### src/design/u8dec_pkg.sv
package u8dec_pkg;

   localparam int unsigned CpWidth = 21;

   typedef logic [CpWidth-1:0] cp_type;

   // Open sequence: continuation bytes still expected and payload so far.
   typedef struct packed {
      logic [1:0] pending;
      cp_type     partial;
   } dec_state_type;

   typedef struct packed {
      logic   valid;
      cp_type code_point;
      logic   is_space;
   } dec_result_type;

   // Byte tags.
   localparam logic [1:0] CONT_TAG  = 2'b10;
   localparam logic [2:0] LEAD2_TAG = 3'h6;
   localparam logic [3:0] LEAD3_TAG = 4'hE;
   localparam logic [4:0] LEAD4_TAG = 5'h1E;

   // Whitespace set.
   localparam cp_type SP_CTRL_LO  = 21'h000009;
   localparam cp_type SP_CTRL_HI  = 21'h00000D;
   localparam cp_type SP_SPACE    = 21'h000020;
   localparam cp_type SP_NEL      = 21'h000085;
   localparam cp_type SP_NBSP     = 21'h0000A0;
   localparam cp_type SP_OGHAM    = 21'h001680;
   localparam cp_type SP_EN_LO    = 21'h002000;
   localparam cp_type SP_EN_HI    = 21'h00200A;
   localparam cp_type SP_LINE_SEP = 21'h002028;
   localparam cp_type SP_PARA_SEP = 21'h002029;
   localparam cp_type SP_NNBSP    = 21'h00202F;
   localparam cp_type SP_MMSP     = 21'h00205F;
   localparam cp_type SP_IDEO     = 21'h003000;

   function automatic logic space_check(cp_type c);
      return (c >= SP_CTRL_LO && c <= SP_CTRL_HI) || c == SP_SPACE || c == SP_NEL ||
             c == SP_NBSP || c == SP_OGHAM || (c >= SP_EN_LO && c <= SP_EN_HI) ||
             c == SP_LINE_SEP || c == SP_PARA_SEP || c == SP_NNBSP ||
             c == SP_MMSP || c == SP_IDEO;
   endfunction

endpackage

### src/design/u8dec_step.sv
// One byte of decode: next sequence state and the optional code point.
module u8dec_step (
   input  logic [7:0]               byte_in,
   input  logic                     is_last,
   input  u8dec_pkg::dec_state_type state_cur,
   output u8dec_pkg::dec_state_type state_nxt,
   output u8dec_pkg::dec_result_type result
);

   logic                is_cont;
   logic [1:0]          pend_dec;
   u8dec_pkg::cp_type   acc;
   u8dec_pkg::cp_type   cp;
   logic                emit;

   assign is_cont  = (byte_in[7:6] == u8dec_pkg::CONT_TAG);
   assign pend_dec = state_cur.pending - 2'd1;
   assign acc      = {state_cur.partial[u8dec_pkg::CpWidth-7:0], byte_in[5:0]};

   always_comb begin
      state_nxt = '0;
      emit      = 1'b0;
      cp        = '0;
      if (state_cur.pending != 2'd0 && is_cont) begin
         if (pend_dec == 2'd0) begin
            emit = 1'b1;
            cp   = acc;
         end else if (!is_last) begin
            state_nxt.pending = pend_dec;
            state_nxt.partial = acc;
         end
      end else begin
         // Abandon any open sequence and take this byte as a lead.
         priority if (!byte_in[7]) begin
            emit = 1'b1;
            cp   = u8dec_pkg::cp_type'(byte_in);
         end else if (byte_in[7:5] == u8dec_pkg::LEAD2_TAG) begin
            state_nxt.pending = 2'd1;
            state_nxt.partial = u8dec_pkg::cp_type'(byte_in[4:0]);
         end else if (byte_in[7:4] == u8dec_pkg::LEAD3_TAG) begin
            state_nxt.pending = 2'd2;
            state_nxt.partial = u8dec_pkg::cp_type'(byte_in[3:0]);
         end else if (byte_in[7:3] == u8dec_pkg::LEAD4_TAG) begin
            state_nxt.pending = 2'd3;
            state_nxt.partial = u8dec_pkg::cp_type'(byte_in[2:0]);
         end else begin
            state_nxt = '0;
         end
         // Drop a lead that the string's end cuts short.
         if (is_last) begin
            state_nxt = '0;
         end
      end
   end

   assign result.valid      = emit;
   assign result.code_point = cp;
   assign result.is_space   = u8dec_pkg::space_check(cp);

endmodule

### src/design/utf8_decoder_with_space_flag.sv
// Channel   Direction  Handshake          Payload
// req       in         req_valid/stall    req_byte_in[7:0], req_is_last
// rsp       out        rsp_valid/stall    rsp_code_point[20:0], rsp_is_space,
//                                         rsp_ends_string
//
// One byte per cycle sustained unless a stalled result holds it back; an accepted
// byte waits in the input register and is decoded into the result register as it
// advances. The sequence state loop (pending count, partial value) closes through
// the sequence state register. Reset is synchronous, active high; it clears valids
// and the open sequence. A stalled result only holds back bytes that would produce
// a result; bytes that merely open or extend a sequence keep flowing.
module utf8_decoder_with_space_flag (
   input  logic        clock,
   input  logic        reset,
   input  logic        req_valid,
   output logic        req_stall,
   input  logic [7:0]  req_byte_in,
   input  logic        req_is_last,
   output logic        rsp_valid,
   input  logic        rsp_stall,
   output logic [20:0] rsp_code_point,
   output logic        rsp_is_space,
   output logic        rsp_ends_string
);

   // Input register.
   logic        s1_valid_ff;
   logic [7:0]  s1_byte_ff;
   logic        s1_last_ff;

   // Open sequence state.
   u8dec_pkg::dec_state_type  dec_state_ff;
   u8dec_pkg::dec_state_type  dec_state_in;
   u8dec_pkg::dec_result_type dec_result;

   // Result register.
   logic              rsp_valid_ff;
   u8dec_pkg::cp_type rsp_cp_ff;
   logic              rsp_space_ff;
   logic              rsp_last_ff;

   logic out_free;
   logic s1_advance;
   logic req_accept;

   u8dec_step u_step (
      .byte_in   (s1_byte_ff),
      .is_last   (s1_last_ff),
      .state_cur (dec_state_ff),
      .state_nxt (dec_state_in),
      .result    (dec_result)
   );

   // Result register can take a new item when empty or draining this cycle.
   assign out_free   = !rsp_valid_ff || !rsp_stall;
   // Advance the held byte unless it has a result with nowhere to go.
   assign s1_advance = s1_valid_ff && (out_free || !dec_result.valid);
   assign req_stall  = s1_valid_ff && !s1_advance;
   assign req_accept = req_valid && !req_stall;

   always_ff @(posedge clock) begin
      if (reset) begin
         s1_valid_ff <= 1'b0;
      end else if (req_accept) begin
         s1_valid_ff <= 1'b1;
      end else if (s1_advance) begin
         s1_valid_ff <= 1'b0;
      end
   end

   always_ff @(posedge clock) begin
      if (req_accept) begin
         s1_byte_ff <= req_byte_in;
         s1_last_ff <= req_is_last;
      end
   end

   // Commit the sequence state only when the held byte moves on.
   always_ff @(posedge clock) begin
      if (reset) begin
         dec_state_ff <= '0;
      end else if (s1_advance) begin
         dec_state_ff <= dec_state_in;
      end
   end

   always_ff @(posedge clock) begin
      if (reset) begin
         rsp_valid_ff <= 1'b0;
      end else if (s1_advance && dec_result.valid) begin
         rsp_valid_ff <= 1'b1;
      end else if (!rsp_stall) begin
         rsp_valid_ff <= 1'b0;
      end
   end

   always_ff @(posedge clock) begin
      if (s1_advance && dec_result.valid) begin
         rsp_cp_ff    <= dec_result.code_point;
         rsp_space_ff <= dec_result.is_space;
         rsp_last_ff  <= s1_last_ff;
      end
   end

   assign rsp_valid       = rsp_valid_ff;
   assign rsp_code_point  = rsp_cp_ff;
   assign rsp_is_space    = rsp_space_ff;
   assign rsp_ends_string = rsp_last_ff;

endmodule

### config.mk
export PLATFORM = sky130hd
export DESIGN_NAME = utf8_decoder_with_space_flag
export DESIGN_NICKNAME = d
export VERILOG_FILES = /design/src/design/u8dec_pkg.sv /design/src/design/u8dec_step.sv /design/src/design/utf8_decoder_with_space_flag.sv
export SDC_FILE = /design/constraint.sdc
export NUM_CORES = 1
export LEC_CHECK = 0
export ABC_CLOCK_PERIOD_IN_PS = 2800
export BUFFER_PORTS_ARGS = -buffer_cell sky130_fd_sc_hd__clkbuf_2
export CAP_MARGIN = 10
export CORE_MARGIN = 3
export CORE_UTILIZATION = 50
export DETAILED_ROUTE_END_ITERATION = 6
export PLACE_DENSITY_LB_ADDON = 0.1
export SYNTH_ARGS = -nofsm -noshare
export SYNTH_HDL_FRONTEND = slang
export SYNTH_SLANG_ARGS = --single-unit
### constraint.sdc
create_clock -name clock -period 2.8 [get_ports clock]
set_input_delay 0 -clock clock [delete_from_list [all_inputs] [get_ports clock]]
set_output_delay 0 -clock clock [all_outputs]
set_load 0.1 [all_outputs]
# == Yosys cells after proc, flatten, opt, wreduce, memory -nomap -nowiden ==
# Cells that the tools add are included.
# Widths: inputs -> output; s select.
# totals
register_bits,51
# classes
n_addsub,1
n_lt_le_gt_ge,4
eq_ne,14
mux,18
reduce_logical,27
# ops
cell,n
$mux 23,8
$eq 21x14->1 const B,5
$eq 21x8->1 const B,2
$mux 21,2
$eq 21x13->1 const B,1
$eq 21x6->1 const B,1
$ge 21x14->1 const B,1
$ge 21x4->1 const B,1
$le 21x14->1 const B,1
$le 21x4->1 const B,1
$logic_or 1x1->1,12
$logic_and 1x1->1,7
$mux 1,7
$mux 7,1
$eq 5x5->1 const B,1
$logic_not 1->1,5
$eq 4x4->1 const B,1
$reduce_bool 2->1,2
$eq 3x3->1 const B,1
$eq 2x2->1 const B,1
$logic_not 2->1,1
$ne 2x1->1 const B,1
$sub 2x1->2 const B,1

# == Longest topological paths before layout ==
# depth
depth_word,16
depth_mapped,10

# == Hierarchy ==
# A second synthesis with hierarchy kept.
# unflattened
cells_unflattened,276
area_unflattened_um2,2884.0
# modules_own_cells
module,instances,cells_per_inst,area_each_um2,seq_area_each_um2
utf8_decoder_with_space_flag,1,143,2094.5,1461.4
u8dec_step,1,133,789.5,0.0

# == Worst setup path after synthesis ==
# OpenSTA, ideal clock, no wires.
# synth_path
path_kind,register to register
from,"reg rsp_valid_ff, in the netlist rsp_valid"
to,reg s1_byte_ff[0] (enable)
setup_ns,0.394
t_arrival_ns,3.058
path_slack_ns,-0.651
path_stages_with_launch,4
path_buffers,0
synth_period_minus_slack_ns,3.451
path_cell_list,dfxtp_1 nand2_1 nor2_1 nor2b_1
# synth_between
elab_chain_len,8
# synth_rtl
item,line,rtl
from (decl),utf8_decoder_with_space_flag.sv:37,logic rsp_valid_ff;
from (signal assigned),utf8_decoder_with_space_flag.sv:89,rsp_valid_ff <= 1'b0;
from (signal assigned),utf8_decoder_with_space_flag.sv:91,rsp_valid_ff <= 1'b1;
from (signal assigned),utf8_decoder_with_space_flag.sv:93,rsp_valid_ff <= 1'b0;
$logic_not 1->1,utf8_decoder_with_space_flag.sv:55,assign out_free = !rsp_valid_ff || !rsp_stall;
$logic_or 1x1->1,utf8_decoder_with_space_flag.sv:55,
$logic_or 1x1->1,utf8_decoder_with_space_flag.sv:57,assign s1_advance = s1_valid_ff && (out_free || !dec_result.valid);
$logic_and 1x1->1,utf8_decoder_with_space_flag.sv:57,
$logic_not 1->1,utf8_decoder_with_space_flag.sv:58,assign req_stall = s1_valid_ff && !s1_advance;
$logic_and 1x1->1,utf8_decoder_with_space_flag.sv:58,
net req_stall,utf8_decoder_with_space_flag.sv:16,"output logic req_stall,"
$logic_not 1->1,utf8_decoder_with_space_flag.sv:59,assign req_accept = req_valid && !req_stall;
$logic_and 1x1->1,utf8_decoder_with_space_flag.sv:59,
net req_accept,utf8_decoder_with_space_flag.sv:44,logic req_accept;
to (signal assigned),utf8_decoder_with_space_flag.sv:73,s1_byte_ff <= req_byte_in;
to (decl),utf8_decoder_with_space_flag.sv:28,logic [7:0] s1_byte_ff;
# The timed path passes the listed nets, and every way through them passes these cells.
# A chain may end at the register's enable or synchronous reset.

# == Final worst setup path ==
# layout_path
from,reg dec_state_ff[21] (netlist name)
to,"reg rsp_cp_ff[18], in the netlist rsp_code_point[18] (enable)"
# layout_between
elab_chain_len,8
word_cells_on_any_way,10
cone_classes,1 x add/sub; 2 x mux; 7 x reduce/logical
# layout_rtl
item,line,rtl
from (decl),utf8_decoder_with_space_flag.sv:32,u8dec_pkg::dec_state_type dec_state_ff;
from (signal assigned),utf8_decoder_with_space_flag.sv:83,dec_state_ff <= dec_state_in;
$sub 2x1->2,u8dec_step.sv:17,assign pend_dec = state_cur.pending - 2'd1;
$logic_not 2->1,u8dec_step.sv:25,if (pend_dec == 2'd0) begin
$mux 1,u8dec_step.sv:25,
$mux 1 (*),u8dec_step.sv:24,if (state_cur.pending != 2'd0 && is_cont) begin
$logic_not 1->1,utf8_decoder_with_space_flag.sv:57,
$logic_or 1x1->1,utf8_decoder_with_space_flag.sv:57,
$logic_and 1x1->1,utf8_decoder_with_space_flag.sv:57,
$logic_and 1x1->1 (*),utf8_decoder_with_space_flag.sv:98,if (s1_advance && dec_result.valid) begin
to (signal assigned),utf8_decoder_with_space_flag.sv:99,rsp_cp_ff <= dec_result.code_point;
to (decl),utf8_decoder_with_space_flag.sv:38,u8dec_pkg::cp_type rsp_cp_ff;
# Mark *: on every way between the ends. The rest lies on a longest branch, timed or not.

==> impl_metrics.tcl <==
set metrics [dict create \
    finalMaxSlewViolations 0 \
    cp.required_ps 2730 \
    layout-drive-gt1-share_pct 22.92 \
    synth.area.top_cells "edfxtp_1 41%, dfxtp_1 16%, and2_1 4.3%" \
    track_usage_pct 18.10 \
    synthCells 205 \
    cts_tree "built" \
    start_kind "flop" \
    grt_pass1_wl_mm 7.659 \
    yosysMostFrequentCell "edfxtp_1" \
    die_area_um2 5523 \
    syn_to_final_growth_pct 16.89 \
    holdPathStages 2 \
    clockBufferDepth 2 \
    start_util_pct 52.51 \
    die_x_um 74.32 \
    fin_crit_sh_pct 91.33 \
    synth-simple-area-share_pct 21.88 \
    dpl-instance-area_um2 2539 \
    synth_nets 220 \
    antenna_found_initial 0 \
    syn_area_per_cell_um2 11.38 \
    cts_setup_buffers 0 \
    hold_start "reset" \
    viasPerCell 5.800 \
    setup_viol 0 \
    drtPass1Iterations 4 \
    synthMuxAreaShare_pct 0 \
    die_h_um 74.32 \
    rsz0062_at_grt "no" \
    dpl.hpwl_mm 3.286 \
    vias 1769 \
    synth_cell_type_count 48 \
    ios 38 \
    synth-compound-area-share_pct 14.48 \
    grt_pass1_vias 1599 \
    tightest_slew_ps 1066 \
    synthFlopType "edfxtp_1" \
    synth_top_area_cell "edfxtp_1" \
    synth_seq_cells 51 \
    io_buffer_count 37 \
    clk_pin_slew_worst_paths_ps 90 \
    clkLatencyLatePin_ps 300 \
    overflow 0 \
    synth_edf_count 32 \
    cpPeakStageDelay_ps 820 \
    row_count 24 \
    syn_area_um2 2333 \
    grt_max_degree 24 \
    crit_fanout 23 \
    cts_max_level 2 \
    setup.worst_path.start "dec_state_ff[21]$_SDFFE_PP0P_" \
    drtIter0Drc 128 \
    fin_setup_tns_ps 0 \
    detail-route-antenna-nets 0 \
    antenna_cells 0 \
    synth_top_family_by_area "simple AND/OR/NAND/NOR gates" \
    r2r-start "dec_state_ff[21]$_SDFFE_PP0P_" \
    clockRootBuffer "clkbuf_8" \
    synth_warnings 0 \
    synthTopCellsByCount "32 x edfxtp_1, 23 x nor2_1, 19 x dfxtp_1" \
    ff2ff_path_depth 4 \
    min_path_type "in -> reg" \
    crit_type "reg -> reg" \
    numCtsBuffers 5 \
    fin_area_um2 2728 \
    wl_mm 4.778 \
    wl_per_cell_um 15.67 \
    cp_top_family "simple AND/OR/NAND/NOR gates" \
    slowest_stage "nor2_2" \
    final.setup_skew_ps 3.980 \
    crit_path_cell_trace "ha_1 > or3b_4 > and2_4 > nor2_2" \
    synth-xor-area-share_pct 0 \
    hold_violations 0 \
    ir_drop_uv 232.3 \
    status "finished, final reports clean" \
    crit_arrival_ps 2490 \
    end_kind "flop" \
    drc 0 \
    async_reset_ff_share_pct 0 \
    nNetsFinal 267 \
    critPathBufInv 0 \
    p_leak_nw 0.9787 \
    max-slew-margin-rel_pct 28.88 \
    rr_endpoint "rsp_code_point[18]$_DFFE_PP_" \
    min_period_ps 2557 \
    synthAdderAreaFrac_pct 1.072 \
    rrSetupSlack_ps 240 \
    max_cap_viol_count 0 \
    synth.yosys.seq_area_share_pct 57.48 \
    cts_sinks 51 \
    fmax_mhz 391.0 \
    holdPathEnd "dec_state_ff[21]$_SDFFE_PP0P_" \
    power_per_cell_area_nw_per_um2 510.5 \
    coreArea_um2 4444 \
    synth_top_area_share_pct 41.18 \
    place.gp.congestion 0.8828 \
]
-- final cells by class --
type | instances | area [um^2]
well taps | 52 | 65.06
repair buffers | 51 | 315.3
clock inverters | 3 | 20.02
multi-input cells | 134 | 883.3
inverters | 9 | 33.78
fillers | 391 | 1717
clock buffers | 5 | 68.82
flip-flops and latches | 51 | 1341
-- worst max path at each step --
stage	end	slack, ps	cells after the start
after floorplan	s1_byte_ff[0]$_DFFE_PP_	310	3
after global routing	rsp_code_point[12]$_DFFE_PP_	40	6
after CTS	rsp_code_point[11]$_DFFE_PP_	190	6
after detailed placement	rsp_code_point[19]$_DFFE_PP_	200	6
after global placement	rsp_code_point[17]$_DFFE_PP_	290	6
final	rsp_code_point[18]$_DFFE_PP_	240	4
-- flip-flops by register name, indices dropped and copies added (netlist names) --
| signal | count |
|---|---|
| s1_byte_ff | 8 |
| s1_last_ff | 1 |
| s1_valid_ff | 1 |
| rsp_is_space | 1 |
| rsp_code_point | 21 |
| rsp_ends_string | 1 |
| rsp_valid | 1 |
| dec_state_ff | 17 |
-- worst reg2reg max path, stage by stage, from the launching register on --
cell and delay [ps]:
dfxtp_1 390, ha_1 300, or3b_4 450, and2_4 220, nor2_2 830
-- placed cells by master (no fill, tap or decap), types with 6 or more instances in the layout --
cell	count
edfxtp_1	32
and2_1	16
a22oi_1	13
inv_1	9
o21ai_0	6
dlygate4sd3_1	10
a21oi_1	7
nor2_1	21
nand2_1	13
dfxtp_1	19
clkbuf_2	37
-- stage by stage --
step           utilization [%]  hold WS [ps]  power [mW]  setup slack, ps  instances
2_1_floorplan                -         98.87      0.9599            310.7        205
3_3_place_gp             57.12         176.8      0.9873            285.1        287
3_5_place_dp             57.12         178.6      0.9872            204.9        287
4_1_cts                  61.37         123.4       1.401            186.5        305
5_1_grt                  61.37         151.6       1.437            38.49        305
6_report                 61.37         123.5       1.392            242.6        305
-- report_power, final --
group / internal, mW / leakage [nW] / switching [mW]
Sequential: 0.815 / 0.465 / 0.0189
Combinational: 0.0402 / 0.474 / 0.107
Clock: 0.174 / 0.0402 / 0.237
-- kinds of logic after synthesis --
| family | Yosys count |
|---|---|
| DFF | 51 |
| buffers and inverters | 20 |
| AOI/OAI and AO/OA | 45 |
| adders and majority gates | 2 |
| and+or+nand+nor | 87 |
-- per-layer routing --
metal  wire length (um)  GRT usage [%]  up-vias  part of all wire [%]
li1                   -              -      866                     -
met1               2194          25.09      816                    46
met2               2167          28.05       75                    45
met3                327          4.054       12                   6.8
met4                 88          6.522        0                   1.8
met5                  0              0        -                     0
-- timing repair --
action,CTS,global route
endpoints found under the hold margin,10,0
hold buffers,10,0
gates resized for setup,0,0
Power figures use the tool's default switching activity.
